**src/rtl/plpc_pkg.sv**
```systemverilog
// Shared constants, types and helpers for the nearest palette color search block.
`timescale 1ns / 1ps

package plpc_pkg;

    localparam int PALETTE_SIZE_DEF = 256;
    localparam int CH_W             = 8;
    localparam int RGB_W            = 3 * CH_W;
    localparam int FACTOR_W         = 9;
    localparam int DIST_W           = 18;
    localparam int OP_W             = 2;

    localparam logic [OP_W-1:0] OP_WRITE  = 2'd0;
    localparam logic [OP_W-1:0] OP_MATCH  = 2'd1;
    localparam logic [OP_W-1:0] OP_DARKEN = 2'd2;

    // Issue side of the scan pipeline
    typedef struct packed {
        logic start;   // reload the running best before a new scan
        logic issue;   // one palette entry read issued this cycle
    } plpc_scan_t;

    // (c * f) >> 8, clamped to full scale
    function automatic logic [CH_W-1:0] darken_chan(logic [CH_W-1:0] c,
                                                    logic [FACTOR_W-1:0] f);
        logic [CH_W+FACTOR_W-1:0] prod;
        logic [FACTOR_W-1:0]      scaled;
        prod   = (CH_W + FACTOR_W)'(c) * (CH_W + FACTOR_W)'(f);
        scaled = prod[CH_W+FACTOR_W-1:CH_W];
        return (scaled > FACTOR_W'(8'hFF)) ? 8'hFF : scaled[CH_W-1:0];
    endfunction

endpackage

```
**src/rtl/plpc_dist.sv**
```systemverilog
// Scan pipeline: channel differences, squares, then sum and running minimum.
`timescale 1ns / 1ps

module plpc_dist
    import plpc_pkg::*;
#(
    parameter int AW = $clog2(PALETTE_SIZE_DEF)
)(
    input  logic              clk,
    input  logic              rst_n,
    input  plpc_scan_t        ctl,
    input  logic [AW-1:0]     idx,
    input  logic [CH_W-1:0]   tgt_r,
    input  logic [CH_W-1:0]   tgt_g,
    input  logic [CH_W-1:0]   tgt_b,
    input  logic [RGB_W-1:0]  rdata,
    output logic              busy,
    output logic [AW-1:0]     best_idx,
    output logic [DIST_W-1:0] best_dist
);

    // p1: read data in flight, p2: abs differences, p3: squares
    logic                  p1_v_reg, p2_v_reg, p3_v_reg;
    logic [AW-1:0]         p1_idx_reg, p2_idx_reg, p3_idx_reg;
    logic [CH_W-1:0]       ad_r_reg, ad_g_reg, ad_b_reg;
    logic [2*CH_W-1:0]     sq_r_reg, sq_g_reg, sq_b_reg;
    logic [AW-1:0]         best_idx_reg, best_idx_next;
    logic [DIST_W-1:0]     best_dist_reg, best_dist_next;

    logic [CH_W-1:0]       ch_r, ch_g, ch_b;
    logic [DIST_W-1:0]     sum;

    function automatic logic [CH_W-1:0] absdiff(logic [CH_W-1:0] a, logic [CH_W-1:0] b);
        return (a > b) ? (a - b) : (b - a);
    endfunction

    assign ch_r = rdata[3*CH_W-1:2*CH_W];
    assign ch_g = rdata[2*CH_W-1:CH_W];
    assign ch_b = rdata[CH_W-1:0];

    assign sum = DIST_W'(sq_r_reg) + DIST_W'(sq_g_reg) + DIST_W'(sq_b_reg);

    always_comb
    begin
        best_idx_next  = best_idx_reg;
        best_dist_next = best_dist_reg;
        if (ctl.start)
        begin
            best_idx_next  = '0;
            best_dist_next = '1;   // above any reachable distance
        end
        else if (p3_v_reg && (sum < best_dist_reg))
        begin
            // strict compare keeps the lowest index on ties
            best_idx_next  = p3_idx_reg;
            best_dist_next = sum;
        end
    end

    always_ff @(posedge clk or negedge rst_n)
    begin
        if (!rst_n)
        begin
            p1_v_reg      <= 1'b0;
            p2_v_reg      <= 1'b0;
            p3_v_reg      <= 1'b0;
            best_idx_reg  <= '0;
            best_dist_reg <= '1;
        end
        else
        begin
            p1_v_reg      <= ctl.issue;
            p2_v_reg      <= p1_v_reg;
            p3_v_reg      <= p2_v_reg;
            best_idx_reg  <= best_idx_next;
            best_dist_reg <= best_dist_next;
        end
    end

    always_ff @(posedge clk)
    begin
        p1_idx_reg <= idx;
        p2_idx_reg <= p1_idx_reg;
        p3_idx_reg <= p2_idx_reg;
        ad_r_reg   <= absdiff(ch_r, tgt_r);
        ad_g_reg   <= absdiff(ch_g, tgt_g);
        ad_b_reg   <= absdiff(ch_b, tgt_b);
        sq_r_reg   <= (2*CH_W)'(ad_r_reg) * (2*CH_W)'(ad_r_reg);
        sq_g_reg   <= (2*CH_W)'(ad_g_reg) * (2*CH_W)'(ad_g_reg);
        sq_b_reg   <= (2*CH_W)'(ad_b_reg) * (2*CH_W)'(ad_b_reg);
    end

    assign busy      = p1_v_reg | p2_v_reg | p3_v_reg;
    assign best_idx  = best_idx_reg;
    assign best_dist = best_dist_reg;

endmodule

```
**config.mk**
```make
export PLATFORM = sky130hd
export DESIGN_NAME = plpc_dist
export DESIGN_NICKNAME = d
export VERILOG_FILES = /design/src/rtl/plpc_pkg.sv /design/src/rtl/plpc_dist.sv
export SDC_FILE = /design/constraint.sdc
export NUM_CORES = 1
export LEC_CHECK = 0
export BUFFER_PORTS_ARGS = -buffer_cell sky130_fd_sc_hd__buf_2
export CORE_MARGIN = 2
export CORE_UTILIZATION = 25
export CTS_CLUSTER_SIZE = 25
export DETAILED_ROUTE_END_ITERATION = 7
export GPL_ROUTABILITY_DRIVEN = 0
export PLACE_DENSITY = 0.39
export RECOVER_POWER = 100
export SLEW_MARGIN = 25
export SYNTH_ARGS = -nofsm -noshare
export SYNTH_HDL_FRONTEND = slang
export SYNTH_SLANG_ARGS = --single-unit
```
**constraint.sdc**
```tcl
create_clock -name clk -period 5.59 [get_ports clk]
set_input_delay 1.118 -clock clk [delete_from_list [all_inputs] [get_ports clk]]
set_output_delay 1.118 -clock clk [all_outputs]
set_load 0.02 [all_outputs]
```
==> run summary, run 1 <==
RUN STATUS
-------------------------------------------------------------------------------------
Outcome                                                                  finished, violations left
Failing checks                                                           max-capacitance violations, max-slew violations

GLOBAL ROUTING
-------------------------------------------------------------------------------------
Overall fraction of global-route tracks in use                                  11.0%
Antenna violations before repair                                                    0
Aggregate global routing overflow                                                   0
First-pass GRT wire length                                                    42.2 mm
Vias in the first global route                                                   8465
Largest net degree at the start of global routing                                  30

DRT
-------------------------------------------------------------------------------------
Count of routing violations after the opening detailed-route iteration            287
DRC violation count after routing                                                   0
Post-route ant nets                                                                 0
First-pass iteration count of the detailed router                                   7
Total length of routed wires                                                  24.4 mm
Via count                                                                        8110
Per-cell via count in the routed design                                          4.28
Final routed wire length divided by cell count                                12.9 um

MIN PATH
-------------------------------------------------------------------------------------
Critical hold path startpoint                                            p2_idx_reg[0]
Hold Crit Depth                                                                     0
HP Class                                                                 flop to flop

LOGIC SYNTHESIS
-------------------------------------------------------------------------------------
Share of cell area taken by muxes after synthesis                               2.97%
Dominant combinational cell family by area after synthesis                adder cells
XOR/XNOR Fraction of Synth Area                                                 5.44%
Post-Synth Adder-Cell Area                                                      34.9%
Share of async-settable or async-resettable flops after synthesis               23.8%
Number of enable flip-flop cells after synthesis                                    0
Sequential area share after synthesis                                           23.2%
Count leader, synth                                                             inv_1
Synth unique cells                                                                 57
Number of synthesized register bits                                               122
Share of synthesized cell area in and, or, nand and nor gates                   13.0%
Synthesis warning total                                                             0
Share of the synthesized area in the top cell type                              17.7%
Synthesized netlist cell count                                                   1201
Commonest cells in the netlist                                           inv_1, ha_1, fa_1
Cell type with the largest total area after synthesis                            ha_1
Most used flip-flop cell after synthesis                                      dfxtp_1
Area fraction in compound gates after synthesis                                 13.2%
Netlist area before placement                                              0.0113 mm2
Mapped Avg Cell Area                                                         9.38 um2
Top cells by area in the synthesized netlist                             ha_1, fa_1, dfxtp_1

CLOCK NETWORK
-------------------------------------------------------------------------------------
Max Root-Sink Buffers                                                               2
Number of sinks on the clock net                                                  122
Clock tree from TritonCTS                                                        done
Post CTS Setup Buffer Count                                                         0
Number of buffers created by CTS                                                   17
Root Driver                                                                 clkbuf_16
Number of levels in the clock H-tree                                                4
Clock latency reported for the late side of the worst-skew pair               0.43 ns
Clock slew at reported path FFs                                               0.06 ns
CTS hold repair buffers                                                             0
Cells resized by post-CTS repair                                                    0

TIMING
-------------------------------------------------------------------------------------
Worst slew margin relative to its limit                                        -5.82%
Share of the cycle needed by the critical path after routing                    82.5%
Achievable Freq                                                               217 MHz
Final Critical Period                                                         4.61 ns
Setup repair after global routing missed its margin                             false
Setup violations, final                                                             0
Final Skew                                                                 0.00646 ns
Fin Setup TNS                                                                    0 ns
Slew @ Worst Pin                                                              1.59 ns
Final Hold Vio Count                                                                0
Final number of max-transition violations                                          30

PLACED DESIGN
-------------------------------------------------------------------------------------
Buffers added on ports                                                             86
Detailed Place HPWL                                                           20.5 mm

WORST SETUP PATH
-------------------------------------------------------------------------------------
Start-to-end type of the worst setup path                                flop to flop
Max FO, Critical Path                                                              12
Startpoint Class                                                                 flop
Launch point of the worst path                                            sq_r_reg[4]
Crit. End Element                                                                flop
Worst endpoint required time                                                  5.93 ns
Arrival @ worst endpoint                                                      4.95 ns
RR Startpoint                                                             sq_r_reg[4]
Number of cell instances on the worst register-to-register path                    15

CELLS AND AREA
-------------------------------------------------------------------------------------
Number of flip-flops in the largest register                                       18
Diodes inserted                                                                     0
Number of nets in the final layout                                               1604
Register area                                                             0.00261 mm2
Proportion of layout cells with a drive suffix above 1                          9.30%
Area growth syn-to-layout                                                       14.3%
Area taken by multi-input logic gates                                     0.00782 mm2
Filler cell count                                                                4776

RUN
-------------------------------------------------------------------------------------
Total of max-cap violations                                                         1

DIE
-------------------------------------------------------------------------------------
Number of top-level pins                                                           87
Placeable Area                                                             0.0443 mm2
Initial cell density of the core                                                25.4%
Count of standard-cell rows                                                        77
Die ar.                                                                    0.0468 mm2
Die X                                                                          216 um
Die extent in y                                                                216 um

through the flow:
stage	utilization, %	std cells	setup slack [ns]	area, um2	hold WS [ns]
2_1_floorplan	-	1204	1.46	11300	0.310
3_3_place_gp	27.9	1861	0.985	12400	0.312
3_5_place_dp	27.9	1861	1.04	12400	0.313
4_1_cts	29.3	1893	1.02	13000	0.328
5_1_grt	29.1	1893	0.463	12900	0.331
6_report	29.1	1893	0.978	12900	0.326
per-layer routing:
layer	up-vias	routed length [um]	share of wire [%]	GRT usage (%)
met4	0	278	1.1	3.08
met3	14	686	2.8	1.81
met2	116	11100	45	17.8
li1	4183	-	-	-
met1	3797	12400	51	15.2
met5	-	0	0	0
placed cells by master, fill, tap and decap left out, types with 18 or more instances in the layout:
cell,n
inv_1,191
ha_1,159
fa_1,97
dfxtp_1,93
nand2_1,71
nor2_1,64
buf_2,53
a21oi_1,51
and2_1,49
xnor2_1,47
o21ai_0,44
clkbuf_1,35
mux2i_1,30
xor2_1,23
nor2b_1,21
nor3_1,20
dfstp_2,18
kinds of logic (layout without fill, tap and decap cells):
family | after synthesis | after routing
AOI/OAI and AO/OA | 212 | 212
xor gates and xnor gates | 70 | 70
adders and majority gates | 256 | 256
buffers and inverters | 214 | 311
DFF | 122 | 122
muxes | 33 | 33
other | 2 | 5
and+or+nand+nor | 292 | 292
worst max-delay path, stage by stage (launching register included):
cell	delay [ns]
dfxtp_1	0.31
fa_1	0.47
ha_1	0.26
a211oi_1	0.35
o21ai_0	0.20
a41oi_1	0.37
o221ai_1	0.19
xnor2_1	0.27
inv_1	0.07
ha_1	0.28
nand4_1	0.16
or3_1	0.44
o221ai_4	0.36
clkbuf_1	0.48
mux2i_1	0.24
nand2_1	0.07
cell type report:
cell class | instances | share of cell area (%)
multi-input combinational | 868 | 60.7
inverter | 191 | 5.56
tap | 592 | 5.75
clock inverter | 14 | 1.28
timing repair buffer | 88 | 3.11
sequential | 122 | 20.3
clock buffer | 18 | 3.33
final timing paths:
kind	end	slack, ns
max in group asynchronous	best_idx[4]	3.58
setup reg to reg	best_dist[6]	0.98
setup / recovery	best_dist[6]	0.98
hold reg to reg	p3_idx_reg[0]	0.33
min in group asynchronous	best_idx[0]	1.08
hold / removal	p3_idx_reg[0]	0.33
Power of run 1 is left out: the tool's default activity adds up to more than one toggle a clock period on the data nets, which glitch-free logic cannot reach.
==> run 2: changes to the inputs <==
- PLACE_DENSITY: 0.39 -> 0.4
- clock period: 5.59 -> 4 ns (I/O delays scaled with it)
==> run 2 against run 1 <==
Net effect:
- the flow finishes with violations (max-capacitance violations, max-slew violations, negative setup slack)
- register-to-register slack worse by 0.99 ns
- clock skew up 0.0013 ns
- cell count up 6.0%
- final area up 11%
- sequential cell count unchanged
- critical endpoint is now best_dist[8]
- largest cell class unchanged
- highest routed layer unchanged
==> run summary, run 2 (synthesis results as in run 1) <==
DRT
-------------------------------------------------------------------------------------
Per-cell via count in the routed design                                          4.23
Final routed wire length divided by cell count                                12.6 um
Met2 Routed Length                                                            11.5 mm
DRC violation count after routing                                                   0
First-pass iteration count of the detailed router                                   4
Via count                                                                        8495
Detailed route wirelength on metal3                                            807 um
Post-route ant nets                                                                 0
Met1 Wirelength                                                               12.7 mm
DR top layer                                                                     met4
Total length of routed wires                                                  25.3 mm
Count of routing violations after the opening detailed-route iteration            341

GLOBAL ROUTING
-------------------------------------------------------------------------------------
Overall fraction of global-route tracks in use                                  11.0%
Antenna violations before repair                                                    0
First-pass GRT wire length                                                    42.4 mm
Aggregate global routing overflow                                                   0
Largest net degree at the start of global routing                                  30
Vias in the first global route                                                   8713

CELLS AND AREA
-------------------------------------------------------------------------------------
Area taken by multi-input logic gates                                     0.00831 mm2
Filler cell count                                                                4732
Number of flip-flops in the largest register                                       18
Number of nets in the final layout                                               1718
Commonest non-fill, non-tap cells in the layout                          inv_1, ha_1, buf_4
Area growth syn-to-layout                                                       27.4%
Most common library cell in the layout ignoring fill and taps                   inv_1
Proportion of layout cells with a drive suffix above 1                          24.2%
Diodes inserted                                                                     0
Register area                                                             0.00265 mm2
Non-filler cells, final                                                          2007

CLOCK NETWORK
-------------------------------------------------------------------------------------
Clock tree from TritonCTS                                                        done
Number of levels in the clock H-tree                                                4
Clock slew at reported path FFs                                               0.06 ns
Number of sinks on the clock net                                                  122
Number of buffers created by CTS                                                   17
Max Root-Sink Buffers                                                               2
Root Driver                                                                 clkbuf_16
Clock latency reported for the late side of the worst-skew pair               0.43 ns
CTS hold repair buffers                                                             0

MIN PATH
-------------------------------------------------------------------------------------
Hold Crit Depth                                                                     0
HP Class                                                                 flop to flop
Sink of the worst hold path                                              p3_idx_reg[3]
Critical hold path startpoint                                            p2_idx_reg[3]

WORST SETUP PATH
-------------------------------------------------------------------------------------
Worst endpoint required time                                                  4.34 ns
R2r setup slk                                                                -0.01 ns
Startpoint Class                                                                 flop
Arrival @ worst endpoint                                                      4.35 ns
Reg-to-Reg End                                                           best_dist[8]
Start-to-end type of the worst setup path                                flop to flop
Number of cell instances on the worst register-to-register path                    16
Crit. End Element                                                                flop
Max FO, Critical Path                                                               7
RR Startpoint                                                            sq_b_reg[13]

DIE
-------------------------------------------------------------------------------------
Count of standard-cell rows                                                        77
Number of top-level pins                                                           87
Initial cell density of the core                                                25.4%
Die X                                                                          216 um
Die ar.                                                                    0.0468 mm2
Die extent in y                                                                216 um
Placeable Area                                                             0.0443 mm2

TIMING
-------------------------------------------------------------------------------------
Final number of max-transition violations                                          30
Achievable Freq                                                               249 MHz
Share of the cycle needed by the critical path after routing                     100%
Final Hold Vio Count                                                                0
Final Skew                                                                 0.00774 ns
Final Critical Period                                                         4.01 ns
Slew @ Worst Pin                                                              1.58 ns
Setup repair after global routing missed its margin                              true
Final-layout worst hold slack                                                0.325 ns
Worst slew margin relative to its limit                                        -5.46%
Setup violations, final                                                             2
Worst Slack Setup Final                                                    -0.0101 ns

PLACED DESIGN
-------------------------------------------------------------------------------------
Buffers added on ports                                                             86
Placed insts                                                                     1957
Detailed Place HPWL                                                           20.8 mm

RUN
-------------------------------------------------------------------------------------
Total of max-cap violations                                                         1

RUN STATUS
-------------------------------------------------------------------------------------
Failing checks                                                           max-capacitance violations, max-slew violations, negative setup slack
Outcome                                                                  finished, violations left

==> run 2: cell count changes in the layout (fill, tap and decap cells not counted), sizes merged <==
cell / previous run / this run
buf: 54 / 163
bufinv: 2 / 1
clkbuf: 52 / 59
clkinv: 6 / 4
clkinvlp: 1 / 5
inv: 196 / 193
==> run 2: how the worst max path moves through the flow <==
stage,start,end,cells past startpoint
finish,sq_b_reg[13],best_dist[8],16
global route,sq_b_reg[13],best_idx[1],15
CTS,sq_r_reg[4],best_idx[4],15
detailed placement,sq_r_reg[4],best_idx[5],15
global placement,sq_r_reg[4],best_idx[4],15
floorplan,ad_r_reg[5],sq_r_reg[14],13
==> run 2: timing repair <==
action                                 4_1_cts  5_1_grt
pin swaps                                    6       86
resized for setup                           17      142
endpoints found under the hold margin        0        0
setup endpoints to repair                   26       42
gates cloned                                 1        1
setup buffers                                6       10
==> run 2: final cells by class <==
type	instances	area share, %
multi-input combinational	868	57.9
sequential	122	18.5
timing repair buffer	202	9.37
tap	592	5.16
inverter	191	5.00
clock buffer	20	3.25
clock inverter	12	0.802
==> run 2: metrics by stage <==
| stage | setup WS (ns) | TNS, ns | cell area, um2 | utilization, % |
|---|---|---|---|---|
| after floorplan | 0.0213 | 0 | 11300 | - |
| after global placement | -0.0842 | -0.976 | 13100 | 29.7 |
| after detailed placement | -0.134 | -1.81 | 13100 | 29.7 |
| after CTS | -0.0267 | -0.0873 | 13900 | 31.3 |
| after global routing | -0.162 | -4.06 | 14300 | 32.4 |
| final | -0.0101 | -0.0109 | 14300 | 32.4 |
==> run 2: layer usage <==
layer,vias to the layer above,track usage (%)
li1,4400,-
met1,3988,15.2
met2,92,17.7
met3,15,2.25
met4,0,2.44
met5,-,0
==> run 2: critical path: stages (launching register included) <==
cell       delay, ns
dfxtp_2         0.32
fa_1            0.60
ha_4            0.23
buf_6           0.13
and2_4          0.14
and3_4          0.17
a21oi_1         0.12
a21bo_2         0.24
xnor2_2         0.22
inv_2           0.07
ha_4            0.26
nand4_1         0.16
or3_4           0.44
o221ai_4        0.33
clkbuf_16       0.24
mux2i_1         0.18
nand2_1         0.07
Power of run 2 is left out for the same reason.
==> run 3: changes to the inputs <==
- ABC_AREA: default -> 1
- PLACE_DENSITY: 0.4 -> 0.39
- REMOVE_ABC_BUFFERS: default -> 1
- clock period: 4 -> 4.3 ns (I/O delays scaled with it)
==> run 3 against run 2 <==
Net effect:
- the flow finishes with violations (max-capacitance violations, max-slew violations)
- non-clock buffer count fell by 109
- cell count up 14%
- via count grew 10%
- global-route usage grew 0.26 points
- count of clock-buffer cells in the layout is 2 lower
- sequential share of layout area increased by 0.70 points
==> run summary, run 3 <==
WORST SETUP PATH
-------------------------------------------------------------------------------------
Arrival @ worst endpoint                                                      4.35 ns
Number of cell instances on the worst register-to-register path                    14
Start-to-end type of the worst setup path                                flop to flop
Crit. End Element                                                                flop
Worst endpoint required time                                                  4.61 ns
Total buffers and inverters traversed by the critical path                          1
R2r setup slk                                                                 0.26 ns
Startpoint Class                                                                 flop
Max FO, Critical Path                                                               9
RR Startpoint                                                             ad_r_reg[1]
Reg-to-Reg End                                                           sq_r_reg[12]
CP delay by family, top                                                   adder cells
Chain of cells forming the critical path                                 nand2_1 -> fa_1 -> xnor2_1 -> xor2_1 -> fa_1 -> fa_1 -> inv_1 -> ha_1 -> a21oi_1 -> nor2_1 -> nand3b_1 -> nand2_1 -> nand2_1 -> xor2_1
Worst-path cell with the longest stage delay                                     fa_1
Worst stage delay on the critical path                                        0.57 ns

CELLS AND AREA
-------------------------------------------------------------------------------------
Area growth syn-to-layout                                                       12.0%
Most common library cell in the layout ignoring fill and taps                 nand2_1
Proportion of layout cells with a drive suffix above 1                          8.38%
Final core area utilization                                                     28.4%
Final instance area                                                        0.0136 mm2
Diodes inserted                                                                     0
Commonest non-fill, non-tap cells in the layout                          nand2_1, inv_1, ha_1
Number of nets in the final layout                                               1986
Number of flip-flops in the largest register                                       18

TIMING
-------------------------------------------------------------------------------------
Final Skew                                                                 0.00917 ns
Final Hold Vio Count                                                                0
Final-layout worst hold slack                                                0.324 ns
Fin Setup TNS                                                                    0 ns
Final number of max-transition violations                                          30
Slew @ Worst Pin                                                              1.63 ns
Setup repair after global routing missed its margin                             false
Final Critical Period                                                         4.04 ns
Achievable Freq                                                               247 MHz
Worst slew margin relative to its limit                                        -8.41%
Setup violations, final                                                             0
Share of the cycle needed by the critical path after routing                    94.0%

GLOBAL ROUTING
-------------------------------------------------------------------------------------
First-pass GRT wire length                                                    46.3 mm
Vias in the first global route                                                   9665
Largest net degree at the start of global routing                                  30
Overall fraction of global-route tracks in use                                  11.3%
Antenna violations before repair                                                    1
Aggregate global routing overflow                                                   0

LOGIC SYNTHESIS
-------------------------------------------------------------------------------------
Number of synthesized register bits                                               122
Synth unique cells                                                                 45
Cell type with the largest total area after synthesis                            ha_1
Mapped Avg Cell Area                                                         7.60 um2
Commonest cells in the netlist                                           nand2_1, inv_1, ha_1
Share of async-settable or async-resettable flops after synthesis               23.8%
Synthesized netlist cell count                                                   1598
Most used flip-flop cell after synthesis                                      dfxtp_1
Netlist area before placement                                              0.0121 mm2
Share of the synthesized area in the top cell type                              16.4%
Count leader, synth                                                           nand2_1
Top cells by area in the synthesized netlist                             ha_1, fa_1, dfxtp_1
Number of enable flip-flop cells after synthesis                                    0
Synthesis warning total                                                             0
Sequential area share after synthesis                                           21.5%

RUN STATUS
-------------------------------------------------------------------------------------
Outcome                                                                  finished, violations left
Failing checks                                                           max-capacitance violations, max-slew violations

DIE
-------------------------------------------------------------------------------------
Count of standard-cell rows                                                        80
Die extent in y                                                                224 um
Number of top-level pins                                                           87
Placeable Area                                                             0.0478 mm2
Initial cell density of the core                                                25.4%
Die X                                                                          224 um
Die ar.                                                                    0.0504 mm2

DRT
-------------------------------------------------------------------------------------
Post-route ant nets                                                                 0
DRC violation count after routing                                                   0
Total length of routed wires                                                  26.7 mm
Per-cell via count in the routed design                                          4.08
Via count                                                                        9375
Count of routing violations after the opening detailed-route iteration            435
First-pass iteration count of the detailed router                                   5
Final routed wire length divided by cell count                                11.6 um

CLOCK NETWORK
-------------------------------------------------------------------------------------
Clock tree from TritonCTS                                                        done
Number of levels in the clock H-tree                                                4
CTS hold repair buffers                                                             0
Post CTS Setup Buffer Count                                                         0
Clock latency reported for the late side of the worst-skew pair               0.43 ns
Cells resized by post-CTS repair                                                    0
Max Root-Sink Buffers                                                               2
Root Driver                                                                 clkbuf_16
Number of sinks on the clock net                                                  122
Number of buffers created by CTS                                                   17
Clock slew at reported path FFs                                               0.06 ns

PLACED DESIGN
-------------------------------------------------------------------------------------
Detailed Place HPWL                                                           22.8 mm
Cell area after placement                                                  0.0132 mm2
Buffers added on ports                                                             86

RUN
-------------------------------------------------------------------------------------
Total of max-cap violations                                                         1

MIN PATH
-------------------------------------------------------------------------------------
Critical hold path startpoint                                            p2_idx_reg[5]
HP Class                                                                 flop to flop
Sink of the worst hold path                                              p3_idx_reg[5]
Hold Crit Depth                                                                     0

-- run 3: cell types whose count changed in the layout (fill, tap and decap cells not counted), sizes merged, moves of 38 or more --
cell,before,now
nand2,71,460
inv,193,348
buf,163,58
nand3,13,69
and2,56,3
xor2,23,61
-- run 3: kinds of logic (layout without fill, tap and decap cells) --
kind of cell	after synthesis	count (layout)	share of synthesized area, %
flops	122	122	21.5
xor+xnor	77	77	5.55
simple gates	628	628	22.1
fa+ha+maj	256	256	32.4
other cells	2	5	0.0618
buf+inv	386	468	12.6
compound gates	126	126	5.71
mux	1	1	0.0927
-- run 3: through the flow --
stage	setup WS, ns	std cells
global route	0.00923	2298
finish	0.260	2298
CTS	0.259	2298
detailed placement	0.273	2266
floorplan	0.574	1558
global placement	0.332	2266
-- run 3: layout make-up --
class	instances	area (um2)
Fill cell	5292	34200
Clock buffer	18	429
Sequential cell	122	2610
Multi-Input combinational cell	1093	7960
Timing Repair Buffer	93	433
Clock inverter	14	115
Inverter	343	1290
Tap cell	615	769
-- run 3: how the worst max path moves through the flow --
stage,start,end,slack (ns),depth (start not counted)
4_1_cts,ad_r_reg[1],sq_r_reg[12],0.26,14
6_report,ad_r_reg[1],sq_r_reg[12],0.26,14
3_5_place_dp,ad_r_reg[1],sq_r_reg[12],0.27,14
3_3_place_gp,ad_r_reg[1],sq_r_reg[14],0.33,14
2_1_floorplan,ad_b_reg[5],sq_b_reg[12],0.57,15
5_1_grt,ad_r_reg[3],sq_r_reg[12],0.009,16
-- run 3: metal layers --
layer	wire length [um]	part of all wire [%]	track usage [%]	vias to the layer above
li1	-	-	-	4981
met1	13300	50	14.7	4237
met2	12100	45	19.0	131
met3	771	2.9	1.71	26
met4	510	1.9	3.80	0
met5	0	0	0	-
Power of run 3 is left out for the same reason.
